$ cat src/hw/rtl/tssd_pkg.sv
// Shared types and constants for the temperature sensor scratchpad decoder.
package tssd_pkg;

    // Frame layout of the scratchpad.
    localparam int unsigned FRAME_BYTES = 9;
    localparam logic [3:0] IDX_TEMP_LOW  = 4'd0;
    localparam logic [3:0] IDX_TEMP_HIGH = 4'd1;
    localparam logic [3:0] IDX_RESERVED  = 4'd5;
    localparam logic [3:0] IDX_LAST      = 4'(FRAME_BYTES - 1);

    // Reflected CRC-8 constants (x8+x5+x4+1).
    localparam logic [7:0] CRC_XOR  = 8'h18;
    localparam logic [7:0] CRC_TOP  = 8'h80;
    localparam logic [7:0] RESERVED_VALUE = 8'hFF;

    // Sign field patterns of the raw temperature word.
    localparam logic [4:0] SIGN_POS = 5'h00;
    localparam logic [4:0] SIGN_NEG = 5'h1f;

    // Limit register reset values, in tenths of a degree.
    localparam logic signed [11:0] UPPER_LIMIT_RESET = 12'sd1000;
    localparam logic signed [11:0] LOWER_LIMIT_RESET = -12'sd550;

    // Configuration register indexes.
    localparam logic REG_UPPER_LIMIT = 1'b0;
    localparam logic REG_LOWER_LIMIT = 1'b1;

    // Result status codes.
    localparam logic [2:0] ST_OK           = 3'd0;
    localparam logic [2:0] ST_RESERVED_BAD = 3'd1;
    localparam logic [2:0] ST_CRC_ERROR    = 3'd2;
    localparam logic [2:0] ST_SIGN_BAD     = 3'd3;
    localparam logic [2:0] ST_OUT_OF_RANGE = 3'd4;

    // One input byte of the scratchpad.
    typedef struct packed {
        logic       frame_start;
        logic [7:0] byte_value;
    } item_t;

    // One decoded reading.
    typedef struct packed {
        logic [2:0]        read_status;
        logic signed [11:0] temp_tenths;
    } result_t;

    // Frame contents handed to the evaluator on the last byte.
    typedef struct packed {
        logic [7:0] temp_low;
        logic [7:0] temp_high;
        logic       reserved_ok;
        logic [7:0] crc;
    } frame_t;

endpackage

$ cat src/hw/rtl/tssd_frame_eval.sv
// Final evaluation of a complete scratchpad frame: status and temperature.
module tssd_frame_eval (
    input  tssd_pkg::frame_t   frame,
    input  logic signed [11:0] upper_limit,
    input  logic signed [11:0] lower_limit,
    output tssd_pkg::result_t  result
);

    logic [7:0]         half;
    logic [4:0]         sign;
    logic signed [11:0] half_ext;
    logic signed [11:0] temp_x5;
    logic               out_of_range;

    // Half-degree count with its sign taken from bit 11 of the raw word.
    assign half     = {frame.temp_high[2:0], frame.temp_low[7:3]};
    assign sign     = frame.temp_high[7:3];
    assign half_ext = {{3{frame.temp_high[3]}}, frame.temp_high[3], half};

    // Times five as a shift and an add.
    assign temp_x5      = {half_ext[9:0], 2'b00} + half_ext;
    assign out_of_range = (temp_x5 >= upper_limit) || (temp_x5 < lower_limit);

    // The lowest fault code wins; the temperature is zero on any fault.
    always_comb
    begin
        result.read_status = tssd_pkg::ST_OK;
        result.temp_tenths = '0;
        if (!frame.reserved_ok)
        begin
            result.read_status = tssd_pkg::ST_RESERVED_BAD;
        end
        else if (frame.crc != 8'h00)
        begin
            result.read_status = tssd_pkg::ST_CRC_ERROR;
        end
        else if (sign != tssd_pkg::SIGN_POS && sign != tssd_pkg::SIGN_NEG)
        begin
            result.read_status = tssd_pkg::ST_SIGN_BAD;
        end
        else if (out_of_range)
        begin
            result.read_status = tssd_pkg::ST_OUT_OF_RANGE;
        end
        else
        begin
            result.temp_tenths = temp_x5;
        end
    end

endmodule

$ cat src/hw/rtl/temp_sensor_scratchpad_decoder.sv
// Top level of the temperature sensor scratchpad decoder.
// The block takes one scratchpad byte per cycle while no result is blocked and
// produces one reading after the ninth byte of each frame. A byte passes an
// input register and then combinational logic (a full CRC-8 byte step, and on
// the last byte the status and times-five evaluation) into the result
// register; the whole CRC byte step between the two registers sets the rate of
// one byte per cycle. The input side keeps taking bytes while a result waits,
// until the input register itself is blocked. The user must write the limit
// registers through the plain write port only while idle; nothing enforces it.
module temp_sensor_scratchpad_decoder (
    input  logic               clk,
    input  logic               rst_n,
    input  logic               item_valid,
    output logic               item_ready,
    input  tssd_pkg::item_t    item,
    output logic               result_valid,
    input  logic               result_ready,
    output tssd_pkg::result_t  result,
    input  logic               cfg_we,
    input  logic               cfg_index,
    input  logic [11:0]        cfg_data
);

    logic                      s1_valid_reg;
    tssd_pkg::item_t           s1_item_reg;
    logic [3:0]                byte_count_reg;
    logic [3:0]                byte_count_next;
    logic [7:0]                crc_reg;
    logic [7:0]                crc_next;
    logic [7:0]                temp_low_reg;
    logic [7:0]                temp_high_reg;
    logic                      reserved_ok_reg;
    logic signed [11:0]        upper_limit_reg;
    logic signed [11:0]        lower_limit_reg;
    logic                      result_valid_reg;
    tssd_pkg::result_t         result_reg;
    tssd_pkg::result_t         eval_result;
    tssd_pkg::frame_t          frame;
    logic                      stage_go;
    logic                      step;
    logic [3:0]                idx;
    logic                      last_byte;

    // One reflected CRC-8 byte step, bit by bit.
    function automatic logic [7:0] crc8_step(input logic [7:0] crc_in, input logic [7:0] data);
        logic [7:0] c;
        logic [7:0] d;
        c = crc_in;
        d = data;
        for (int k = 0; k < 8; k++)
        begin
            if ((c[0] ^ d[0]) == 1'b1)
            begin
                c = ((c ^ tssd_pkg::CRC_XOR) >> 1) | tssd_pkg::CRC_TOP;
            end
            else
            begin
                c = c >> 1;
            end
            d = d >> 1;
        end
        return c;
    endfunction

    // Handshake: the stage moves when the result register is free or being emptied.
    assign stage_go     = !result_valid_reg || result_ready;
    assign step         = s1_valid_reg && stage_go;
    assign item_ready   = !s1_valid_reg || stage_go;
    assign result_valid = result_valid_reg;
    assign result       = result_reg;

    // Position of the byte in its frame; a start mark or a bad count restarts.
    always_comb
    begin
        if (s1_item_reg.frame_start || byte_count_reg >= 4'(tssd_pkg::FRAME_BYTES))
        begin
            idx = '0;
        end
        else
        begin
            idx = byte_count_reg;
        end
        last_byte       = (idx == tssd_pkg::IDX_LAST);
        byte_count_next = last_byte ? 4'd0 : idx + 4'd1;
        crc_next        = crc8_step((idx == 4'd0) ? 8'h00 : crc_reg, s1_item_reg.byte_value);
    end

    // Temperature bytes are already latched by the time the last byte arrives.
    assign frame.temp_low    = temp_low_reg;
    assign frame.temp_high   = temp_high_reg;
    assign frame.reserved_ok = reserved_ok_reg;
    assign frame.crc         = crc_next;

    tssd_frame_eval u_eval (
        .frame       (frame),
        .upper_limit (upper_limit_reg),
        .lower_limit (lower_limit_reg),
        .result      (eval_result)
    );

    // Input register.
    always_ff @(posedge clk or negedge rst_n)
    begin
        if (!rst_n)
        begin
            s1_valid_reg <= 1'b0;
        end
        else if (item_ready)
        begin
            s1_valid_reg <= item_valid;
        end
    end

    always_ff @(posedge clk)
    begin
        if (item_ready && item_valid)
        begin
            s1_item_reg <= item;
        end
    end

    // Frame state: counter, CRC and latched bytes.
    always_ff @(posedge clk or negedge rst_n)
    begin
        if (!rst_n)
        begin
            byte_count_reg  <= '0;
            crc_reg         <= '0;
            temp_low_reg    <= '0;
            temp_high_reg   <= '0;
            reserved_ok_reg <= 1'b0;
        end
        else if (step)
        begin
            byte_count_reg <= byte_count_next;
            crc_reg        <= crc_next;
            if (idx == tssd_pkg::IDX_TEMP_LOW)
            begin
                temp_low_reg <= s1_item_reg.byte_value;
            end
            if (idx == tssd_pkg::IDX_TEMP_HIGH)
            begin
                temp_high_reg <= s1_item_reg.byte_value;
            end
            if (idx == tssd_pkg::IDX_RESERVED)
            begin
                reserved_ok_reg <= (s1_item_reg.byte_value == tssd_pkg::RESERVED_VALUE);
            end
        end
    end

    // Result register.
    always_ff @(posedge clk or negedge rst_n)
    begin
        if (!rst_n)
        begin
            result_valid_reg <= 1'b0;
        end
        else if (stage_go)
        begin
            result_valid_reg <= step && last_byte;
        end
    end

    always_ff @(posedge clk)
    begin
        if (step && last_byte)
        begin
            result_reg <= eval_result;
        end
    end

    // Limit registers.
    always_ff @(posedge clk or negedge rst_n)
    begin
        if (!rst_n)
        begin
            upper_limit_reg <= tssd_pkg::UPPER_LIMIT_RESET;
            lower_limit_reg <= tssd_pkg::LOWER_LIMIT_RESET;
        end
        else if (cfg_we)
        begin
            case (cfg_index)
                tssd_pkg::REG_UPPER_LIMIT: upper_limit_reg <= cfg_data;
                tssd_pkg::REG_LOWER_LIMIT: lower_limit_reg <= cfg_data;
                default: ;
            endcase
        end
    end

    // The counter never leaves the frame.
    assert property (@(posedge clk) disable iff (!rst_n)
        byte_count_reg < 4'(tssd_pkg::FRAME_BYTES))
        else $error("byte counter outside the frame");

    // A finished frame leaves the counter at zero and a result pending.
    assert property (@(posedge clk) disable iff (!rst_n)
        step && last_byte |=> byte_count_reg == 4'd0 && result_valid_reg)
        else $error("frame end did not restart the counter or raise a result");

    // A faulted reading carries a zero temperature.
    assert property (@(posedge clk) disable iff (!rst_n)
        result_valid_reg && result_reg.read_status != tssd_pkg::ST_OK
        |-> result_reg.temp_tenths == 12'sd0)
        else $error("nonzero temperature with a fault status");

    // A blocked result stalls the input register.
    assert property (@(posedge clk) disable iff (!rst_n)
        result_valid_reg && !result_ready && s1_valid_reg |-> !item_ready)
        else $error("input taken while the stage is blocked");

endmodule

$ cat config.mk
export PLATFORM = sky130hd
export DESIGN_NAME = temp_sensor_scratchpad_decoder
export DESIGN_NICKNAME = d
export VERILOG_FILES = /design/src/hw/rtl/tssd_pkg.sv /design/src/hw/rtl/tssd_frame_eval.sv /design/src/hw/rtl/temp_sensor_scratchpad_decoder.sv
export SDC_FILE = /design/constraint.sdc
export NUM_CORES = 1
export LEC_CHECK = 0
export BUFFER_PORTS_ARGS = -buffer_cell sky130_fd_sc_hd__buf_2
export CORE_ASPECT_RATIO = 1.75
export CORE_MARGIN = 5
export CORE_UTILIZATION = 50
export CTS_CLUSTER_SIZE = 16
export DETAILED_ROUTE_END_ITERATION = 8
export PLACE_DENSITY = 0.69
export SKIP_CTS_REPAIR_TIMING = 1
export SKIP_LAST_GASP = 1
export SYNTH_ARGS = -nofsm -noshare
export SYNTH_HDL_FRONTEND = slang
export SYNTH_SLANG_ARGS = --single-unit
$ cat constraint.sdc
create_clock -name clk -period 4.53 [get_ports clk]
set_input_delay 1.1325 -clock clk [delete_from_list [all_inputs] [get_ports clk]]
set_output_delay 1.1325 -clock clk [all_outputs]
set_load 0.005 [all_outputs]
==> results of run 1 <==
critical path: stages, from the launching register on:
cell and delay (ps):
dfrtp_1 390, ha_1 230, fa_1 400, a21o_1 190, a21oi_1 210, o21ai_0 160, o21a_1 220, o21ai_0 280
nand2_1 140, ha_1 310, a2111oi_0 590, o21ai_0 150, a21oi_1 140, a211o_1 110, buf_4 220, nor3b_1 80
placed cells by master (no fill, tap or decap), drive strengths merged, types with 4 or more instances in the layout:
cell / instances
edfxtp: 24
buf: 47
inv: 37
dfrtp: 38
a211o: 4
xor2: 17
nor2: 9
o21ai: 33
xnor2: 21
clkbuf: 10
o211ai: 4
nand2b: 4
nor4: 4
mux2: 24
a21oi: 10
nand2: 54
a21o: 7
dfstp: 14
nor2b: 7
nor3: 13
ha: 34
kinds of logic (layout without fill, tap and decap cells):
family / Yosys count / count (layout)
buffers and inverters: 53 / 99
adders and majority gates: 35 / 35
muxes: 25 / 25
AOI/OAI and AO/OA: 80 / 80
xor gates and xnor gates: 39 / 39
DFF: 76 / 76
and+or+nand+nor: 111 / 111
area by class of cell:
| class | instances | share of cell area (%) |
|---|---|---|
| sequential | 76 | 39.7 |
| clock buffer | 10 | 4.46 |
| timing repair buffer | 47 | 4.78 |
| multi-input combinational | 290 | 43.8 |
| clock inverter | 6 | 1.73 |
| inverter | 36 | 2.63 |
| tap | 117 | 2.85 |
layer usage:
metal	up-vias	global-route usage (%)
li1	1547	-
met3	21	3.53
met1	1501	17.7
met5	-	0
met4	0	9.43
met2	62	35.3
power breakdown:
part	internal (W)	leakage [nW]	switching (W)	total, W
Combinational	0.000649	1.27	0.000817	0.00147
Clock	0.000483	0.149	0.000274	0.000756
Sequential	0.000838	0.802	0.000135	0.000973
Total	0.00197	2.22	0.00123	0.00320
per-stage QoR:
stage / setup slack [ps] / utilization (%)
after floorplan: 578 / -
after global placement: 633 / 55.2
after detailed placement: 425 / 55.2
after CTS: 418 / 58.8
after global routing: 7.31 / 58.8
final: 406 / 58.8
worst max path at each step:
stage / from / end / slack [ps] / cells after the start
final: temp_low_reg[3] / result[4] / 410 / 15
after global routing: temp_low_reg[5] / result[8] / 7 / 15
after CTS: temp_low_reg[3] / result[8] / 420 / 15
after detailed placement: temp_low_reg[3] / result[8] / 430 / 15
after global placement: temp_low_reg[3] / result[4] / 630 / 15
after floorplan: temp_low_reg[3] / result[4] / 580 / 15
==> impl_metrics.env, run 1 <==
export IMPL_outcome="complete, no violations"
export IMPL_ys_async_sr_fraction_pct=68.4
export IMPL_chipHeight_um=136
export IMPL_wl_met1_um=3310
export IMPL_nets=522
export IMPL_syn_instance_count=419
export IMPL_hold_depth=2
export IMPL_slew_headroom_pct=41.5
export IMPL_core_area_mm2=0.00873
export IMPL_worstMarginPinSlew_ps=878
export IMPL_hold_viol_final=0
export IMPL_rr_startpoint="temp_low_reg[3]"
export IMPL_dr_first_iter_drc_count=125
export IMPL_first_global_vias=3370
export IMPL_maxClockFrequency_mhz=242
export IMPL_dr_pass1_iters=4
export IMPL_grt_pass1_wl_um=15400
export IMPL_synth_mux_area_share_pct=6.22
export IMPL_startpoint_type="flip-flop"
export IMPL_path_class="reg2reg"
export IMPL_powerDensity_mw_per_mm2=623
export IMPL_cts_made_buffers=9
export IMPL_clk_latency_ps=340
export IMPL_syn_nets=481
export IMPL_clock_skew_ps=6.52
export IMPL_start_util_pct=51.6
export IMPL_synth_xor_area_share_pct=8.42
export IMPL_synth_top_area_share_pct=21.1
export IMPL_avgViaCountPerCell=5.38
export IMPL_wl_per_cell_um=15.9
export IMPL_grt_overflow_total=0
export IMPL_wl_met3_um=323
export IMPL_ctsLongestPathBuffers=2
export IMPL_slew_viol_final=0
export IMPL_hold_start="upper_limit_reg[8]"
export IMPL_drc=0
export IMPL_seqCellArea_mm2=0.00204
export IMPL_synth_area_mm2=0.00450
export IMPL_synth_area_leaders="dfrtp_1, edfxtp_1, ha_1"
export IMPL_io_buffer_count=43
export IMPL_clk_pin_slew_ps=60
export IMPL_synth_simple_gate_area_share_pct=13.0
export IMPL_area_growth_pct=13.9
export IMPL_highest_layer="met4"
export IMPL_cp_end_kind="flip-flop"
export IMPL_hold_path_class="reg2reg"
export IMPL_fp_row_count=45
export IMPL_min_period_over_period_pct=91.0
export IMPL_cts_sinks=76
export IMPL_grt_max_degree=33
export IMPL_yosysSeqAreaShare_pct=45.3
export IMPL_dieArea_mm2=0.0111
export IMPL_layout_drive_gt1_share_pct=26.0
export IMPL_synthTopCellsByCount="nand2_1, dfrtp_1, inv_1, ha_1, o21ai_0"
export IMPL_p_total_w=0.00320
export IMPL_synth_compound_area_share_pct=12.2
export IMPL_largest_reg_flops=15
export IMPL_yosysMostFrequentCell="nand2_1"
export IMPL_dieWidth_um=81.7
export IMPL_min_to="upper_limit_reg[8]"
export IMPL_finalInstanceArea_mm2=0.00513
export IMPL_synth_largest_area_cell="dfrtp_1"
export IMPL_finalCriticalPeriod_ps=4120
export IMPL_vias=3131
export IMPL_io_pins=44
export IMPL_hold_ws_ps=512
export IMPL_finalSetupTns_ps=0
export IMPL_place_gp_congestion=0.927
export IMPL_wl_um=9280
export IMPL_p_leak_nw=2.22
export IMPL_detailed_place_area_mm2=0.00481
export IMPL_r2r_slack_ps=410
export IMPL_track_usage_pct=18.4
export IMPL_h_tree_depth=3
export IMPL_drv_cap=0
export IMPL_ant_nets=0
export IMPL_multi_input_comb_area_mm2=0.00225
export IMPL_fin_cells=582
export IMPL_synth_edf_count=24
export IMPL_avgSynthCellArea_um2=10.7
export IMPL_reg2reg_depth=15
export IMPL_antennaDiodeCount=0
export IMPL_cp_arrival_ps=4180
export IMPL_yosys_area_share_adder_pct=9.89
export IMPL_crit_fanout=13
export IMPL_synth_top_family_by_area="simple AND/OR/NAND/NOR gates"
export IMPL_fillCellCount=749
export IMPL_r2r_end="result[4]"
export IMPL_setup_violations=0
export IMPL_synth_cell_type_count=61
export IMPL_dp_cells=566
export IMPL_yosys_warnings=0
export IMPL_cts_root_buf="clkbuf_16"
export IMPL_dr_wl_met2_um=5320
export IMPL_cp_required_ps=4580
export IMPL_antenna_found_initial=0
export IMPL_synth_top_flop_cell="dfrtp_1"
export IMPL_synth_seq_cells=76
export IMPL_cts_tree="built"
export IMPL_ir_worst_vdd_v=0.000278
export IMPL_rsz0062_at_grt="no"
export IMPL_dp_hpwl_um=7270
No activity file was read; power rests on OpenSTA's default activity.
==> inputs of run 2 (changes only) <==
PLACE_DENSITY = 0.72   (was 0.69)
clock period = 3.3 ns   (was 4.53 ns; I/O delays follow)
==> run 2 against run 1 <==
  * The run now ends with negative setup slack left
  * Global-route usage up 1.2 points
  * Flip-flop and latch count unchanged
  * Clock-buffer cell count shrank 1
  * Non-clock buffer count up 31
  * Worst setup slack lost 730 ps
  * Via count rose by 6.4%
==> impl_metrics.env, run 2 (same netlist as run 1, synthesis figures left out) <==
export IMPL_outcome="complete, but fails checks"
export IMPL_violations="negative setup slack"
export IMPL_track_usage_pct=19.6
export IMPL_place_gp_congestion=0.855
export IMPL_rsz0062_at_grt="yes"
export IMPL_maxClockFrequency_mhz=276
export IMPL_grt_overflow_total=0
export IMPL_cp_arrival_ps=3660
export IMPL_ctsLongestPathBuffers=2
export IMPL_cp_common_cell="buf_6"
export IMPL_crit_path_max_incr_delay_ps=450
export IMPL_startpoint_type="flip-flop"
export IMPL_start_util_pct=51.6
export IMPL_vias=3331
export IMPL_layout_drive_gt1_share_pct=35.1
export IMPL_clk_latency_ps=340
export IMPL_antennaDiodeCount=0
export IMPL_rr_startpoint="temp_low_reg[6]"
export IMPL_finalCriticalPeriod_ps=3620
export IMPL_powerDensity_mw_per_mm2=889
export IMPL_area_growth_pct=22.5
export IMPL_fin_cells=613
export IMPL_drc=0
export IMPL_layout_commonest_cell="nand2_1"
export IMPL_clock_skew_ps=6.83
export IMPL_chipHeight_um=136
export IMPL_clk_pin_slew_ps=60
export IMPL_drv_cap=0
export IMPL_crit_chain="buf_6, fa_2, a21o_1, a21oi_2, o21ai_2, nor3_1, nor2_2, ha_1, buf_4, a2111oi_0, o21ai_1, a21oi_1, a211o_1, buf_6, a211oi_2"
export IMPL_antenna_found_initial=0
export IMPL_finalInstanceArea_mm2=0.00552
export IMPL_dieWidth_um=81.7
export IMPL_grt_max_degree=33
export IMPL_h_tree_depth=3
export IMPL_slew_headroom_pct=27.2
export IMPL_cts_tree="built"
export IMPL_dp_hpwl_um=7430
export IMPL_nets=553
export IMPL_critPathSlowestCell="dfrtp_2"
export IMPL_cts_sinks=76
export IMPL_cp_end_kind="flip-flop"
export IMPL_fin_ws_ps=-321
export IMPL_fillCellCount=692
export IMPL_slew_viol_final=0
export IMPL_ir_worst_vdd_v=0.000545
export IMPL_crit_family="compound AO/OA/AOI/OAI gates"
export IMPL_wl_per_cell_um=16.3
export IMPL_io_buffer_count=43
export IMPL_fp_row_count=45
export IMPL_detailed_place_area_mm2=0.00507
export IMPL_finalSetupTns_ps=-4040
export IMPL_path_class="reg2reg"
export IMPL_crit_start="temp_low_reg[6]"
export IMPL_avgViaCountPerCell=5.43
export IMPL_largest_reg_flops=15
export IMPL_first_global_vias=3533
export IMPL_hold_viol_final=0
export IMPL_dieArea_mm2=0.0111
export IMPL_worstMarginPinSlew_ps=1090
export IMPL_cp_required_ps=3340
export IMPL_crit_fanout=7
export IMPL_wl_um=10000
export IMPL_dr_first_iter_drc_count=115
export IMPL_hold_path_class="in2async"
export IMPL_ant_nets=0
export IMPL_core_area_mm2=0.00873
export IMPL_cts_made_buffers=9
export IMPL_dr_pass1_iters=4
export IMPL_grt_pass1_wl_um=16400
export IMPL_crit_buf_inv=3
export IMPL_dp_cells=592
export IMPL_io_pins=44
export IMPL_p_leak_nw=2.37
export IMPL_cts_root_buf="clkbuf_16"
export IMPL_final_cell_mix="nand2_1, buf_2, dfrtp_1, inv_1, buf_4"
export IMPL_setup_violations=13
export IMPL_min_period_over_period_pct=110
-- run 2: cell count changes in the layout (fill, tap and decap cells not counted), sizes merged --
cell,delta
buf,+31
bufinv,-1
clkbuf,-1
clkinv,+3
inv,-1
-- run 2: cell type report --
type / instances / area (um^2) / share of cell area (%)
inverter: 36 / 135 / 2.45
clock inverter: 7 / 67.6 / 1.23
sequential: 76 / 2040 / 37.0
multi-input combinational: 290 / 2410 / 43.6
tap: 117 / 146 / 2.65
clock buffer: 9 / 225 / 4.08
timing repair buffer: 78 / 493 / 8.94
-- run 2: metal layers --
metal | track usage (%) | part of all wire, % | vias up
li1 | - | - | 1607
met1 | 19.4 | 37 | 1630
met3 | 4.33 | 3.2 | 22
met2 | 36.6 | 57 | 72
met4 | 9.80 | 3.2 | 0
met5 | 0 | 0 | -
-- run 2: report_power, final --
group	internal [W]	switching [W]
Sequential	0.00115	0.000188
Clock	0.000580	0.000381
Combinational	0.00132	0.00129
Total	0.00305	0.00186
-- run 2: worst reg2reg max path: cells and delay by family, from the launching register on --
| family | cells | cell delay, ps |
|---|---|---|
| fa+ha+maj | 2 | 620 |
| buf+inv | 3 | 430 |
| flops | 1 | 450 |
| compound gates | 8 | 1320 |
| simple gates | 2 | 500 |
-- run 2: path summary, 6_finish.rpt --
path	slack (ps)	depth (start not counted)	endpoint
setup / recovery	-320	15	result[10]
hold / removal	450	2	upper_limit_reg[2]
setup reg to reg	-320	15	result[10]
hold reg to reg	500	2	upper_limit_reg[5]
max in group asynchronous	2440	2	lower_limit_reg[1]
min in group clk	500	2	upper_limit_reg[5]
-- run 2: metrics by stage --
step                      worst slack, ps  hold WS [ps]  power, W  utilization, %
after detailed placement             -361           494   0.00368            58.2
after global routing                 -451           472   0.00528            63.2
final                                -321           454   0.00490            63.2
after CTS                            -478           448   0.00468            61.5
after global placement               -267           478   0.00358            58.2
after floorplan                      -104           466   0.00297               -
==> inputs of run 3 (changes only) <==
CORE_ASPECT_RATIO = not set   (was 1.75)
SETUP_SLACK_MARGIN = 0.3   (was not set)
==> run 3 against run 2 <==
  * The flow still finishes with violations (negative setup slack)
  * Register-to-register slack improved by 90 ps
  * Cell count is 1.1% lower
  * Routed wire length down 6.5%
  * Flip-flop and latch count did not move
  * Worst hold slack gained 6.8 ps
  * Via count fell by 1.2%
  * Clock skew increased by 4.4 ps
  * Largest power group unchanged
==> impl_metrics.env, run 3 (same netlist as run 1, synthesis figures left out) <==
export IMPL_antenna_found_initial=0
export IMPL_cp_end_kind="flip-flop"
export IMPL_avgViaCountPerCell=5.43
export IMPL_dp_cells=586
export IMPL_seq_power_share_pct=28.6
export IMPL_crit_path_max_incr_delay_ps=430
export IMPL_cts_root_buf="clkbuf_8"
export IMPL_slew_headroom_pct=56.6
export IMPL_drc=0
export IMPL_intPower_w=0.00285
export IMPL_antennaDiodeCount=0
export IMPL_io_buffer_count=43
export IMPL_largest_reg_flops=15
export IMPL_dr_pass1_iters=4
export IMPL_grt_max_degree=25
export IMPL_path_class="reg2reg"
export IMPL_crit_chain="buf_6, ha_4, and3_4, a2111o_1, a21o_1, a21o_1, xnor2_2, inv_1, ha_2, a211o_1, a221o_1, a211o_4, buf_6, nor2b_4"
export IMPL_finalCriticalPeriod_ps=3530
export IMPL_layout_drive_gt1_share_pct=35.7
export IMPL_place_gp_congestion=0.938
export IMPL_cp_arrival_ps=3620
export IMPL_ant_nets=0
export IMPL_fin_ws_ps=-226
export IMPL_finalInstanceArea_mm2=0.00542
export IMPL_ir_worst_vdd_v=0.000411
export IMPL_worstMarginPinSlew_ps=649
export IMPL_cts_sinks=76
export IMPL_violations="negative setup slack"
export IMPL_startpoint_type="flip-flop"
export IMPL_min_period_over_period_pct=107
export IMPL_first_global_vias=3391
export IMPL_crit_family="compound AO/OA/AOI/OAI gates"
export IMPL_layout_commonest_cell="nand2_1"
export IMPL_clock_skew_ps=11.2
export IMPL_fillCellCount=711
export IMPL_track_usage_pct=17.9
export IMPL_grt_pass1_wl_um=16300
export IMPL_area_growth_pct=20.3
export IMPL_fp_row_count=34
export IMPL_cts_made_buffers=9
export IMPL_detailed_place_area_mm2=0.00509
export IMPL_rsz0062_at_grt="yes"
export IMPL_start_util_pct=51.4
export IMPL_maxClockFrequency_mhz=284
export IMPL_crit_fanout=5
export IMPL_comb_power_share_pct=57.9
export IMPL_hold_path_class="in2async"
export IMPL_setup_violations=13
export IMPL_dpl_worst_slack_ps=-340
export IMPL_wl_um=9360
export IMPL_drv_cap=0
export IMPL_dr_first_iter_drc_count=171
export IMPL_dieWidth_um=105
export IMPL_outcome="complete, but fails checks"
export IMPL_wl_per_cell_um=15.4
export IMPL_slew_viol_final=0
export IMPL_cts_tree="built"
export IMPL_chipHeight_um=105
export IMPL_clkPwrFrac_pct=13.5
export IMPL_powerDensity_mw_per_mm2=866
export IMPL_p_sw_w=0.00184
export IMPL_clk_pin_slew_ps=80
export IMPL_ctsLongestPathBuffers=2
export IMPL_fin_cells=606
export IMPL_io_pins=44
export IMPL_h_tree_depth=3
export IMPL_dp_hpwl_um=7140
export IMPL_crit_buf_inv=3
export IMPL_dieArea_mm2=0.0110
export IMPL_cp_required_ps=3400
export IMPL_critPathSlowestCell="a2111o_1"
export IMPL_hold_viol_final=0
export IMPL_vias=3291
export IMPL_nets=555
export IMPL_clk_latency_ps=350
export IMPL_switching_share_pct=39.3
export IMPL_grt_overflow_total=0
export IMPL_final_cell_mix="nand2_1, buf_2, dfrtp_1, inv_1, buf_4"
export IMPL_core_area_mm2=0.00876
export IMPL_p_leak_nw=2.36
-- run 3: cell type report --
class,instances,area (um^2),area share (%)
clock inverters,5,26.3,0.485
repair buffers,80,508,9.37
multi-input cells,290,2430,44.9
well taps,108,135,2.49
inverters,36,135,2.49
flip-flops and latches,76,2040,37.7
clock buffers,11,141,2.61
-- run 3: per-stage QoR --
step                hold slack [ps]  total power [W]  setup TNS [ps]  util [%]
finish                          461          0.00469           -2230      61.8
global route                    495          0.00505           -3450      61.8
CTS                             474          0.00441           -4300      60.0
detailed placement              498          0.00376           -3840      58.0
global placement                483          0.00367           -1730      58.0
floorplan                       466          0.00297            -915         -
-- run 3: final timing paths --
check	start	end	slack, ps	cells after the start
worst min-delay path	rst_n	crc_reg[5]	460	1
max in group asynchronous	rst_n	upper_limit_reg[5]	2150	2
worst max-delay path	temp_low_reg[5]	result[14]	-230	14
worst max register to register	temp_low_reg[5]	result[14]	-230	14
min in group clk	upper_limit_reg[5]	upper_limit_reg[5]	510	2
worst min register to register	upper_limit_reg[5]	upper_limit_reg[5]	510	2
-- run 3: power groups by stage --
stage               sequential, W  combinational (W)  clock (W)
CTS                       0.00134            0.00242   0.000648
floorplan                 0.00126            0.00171          0
global placement          0.00134            0.00233          0
detailed placement        0.00135            0.00241          0
global route              0.00137            0.00299   0.000692
finish                    0.00134            0.00272   0.000632
-- run 3: routing by layer --
layer	global-route usage, %	routed length [um]	vias up
met1	25.8	4620	1588
met4	6.30	152	0
met3	3.58	380	15
met2	26.9	4200	63
li1	-	-	1625
met5	0	0	-
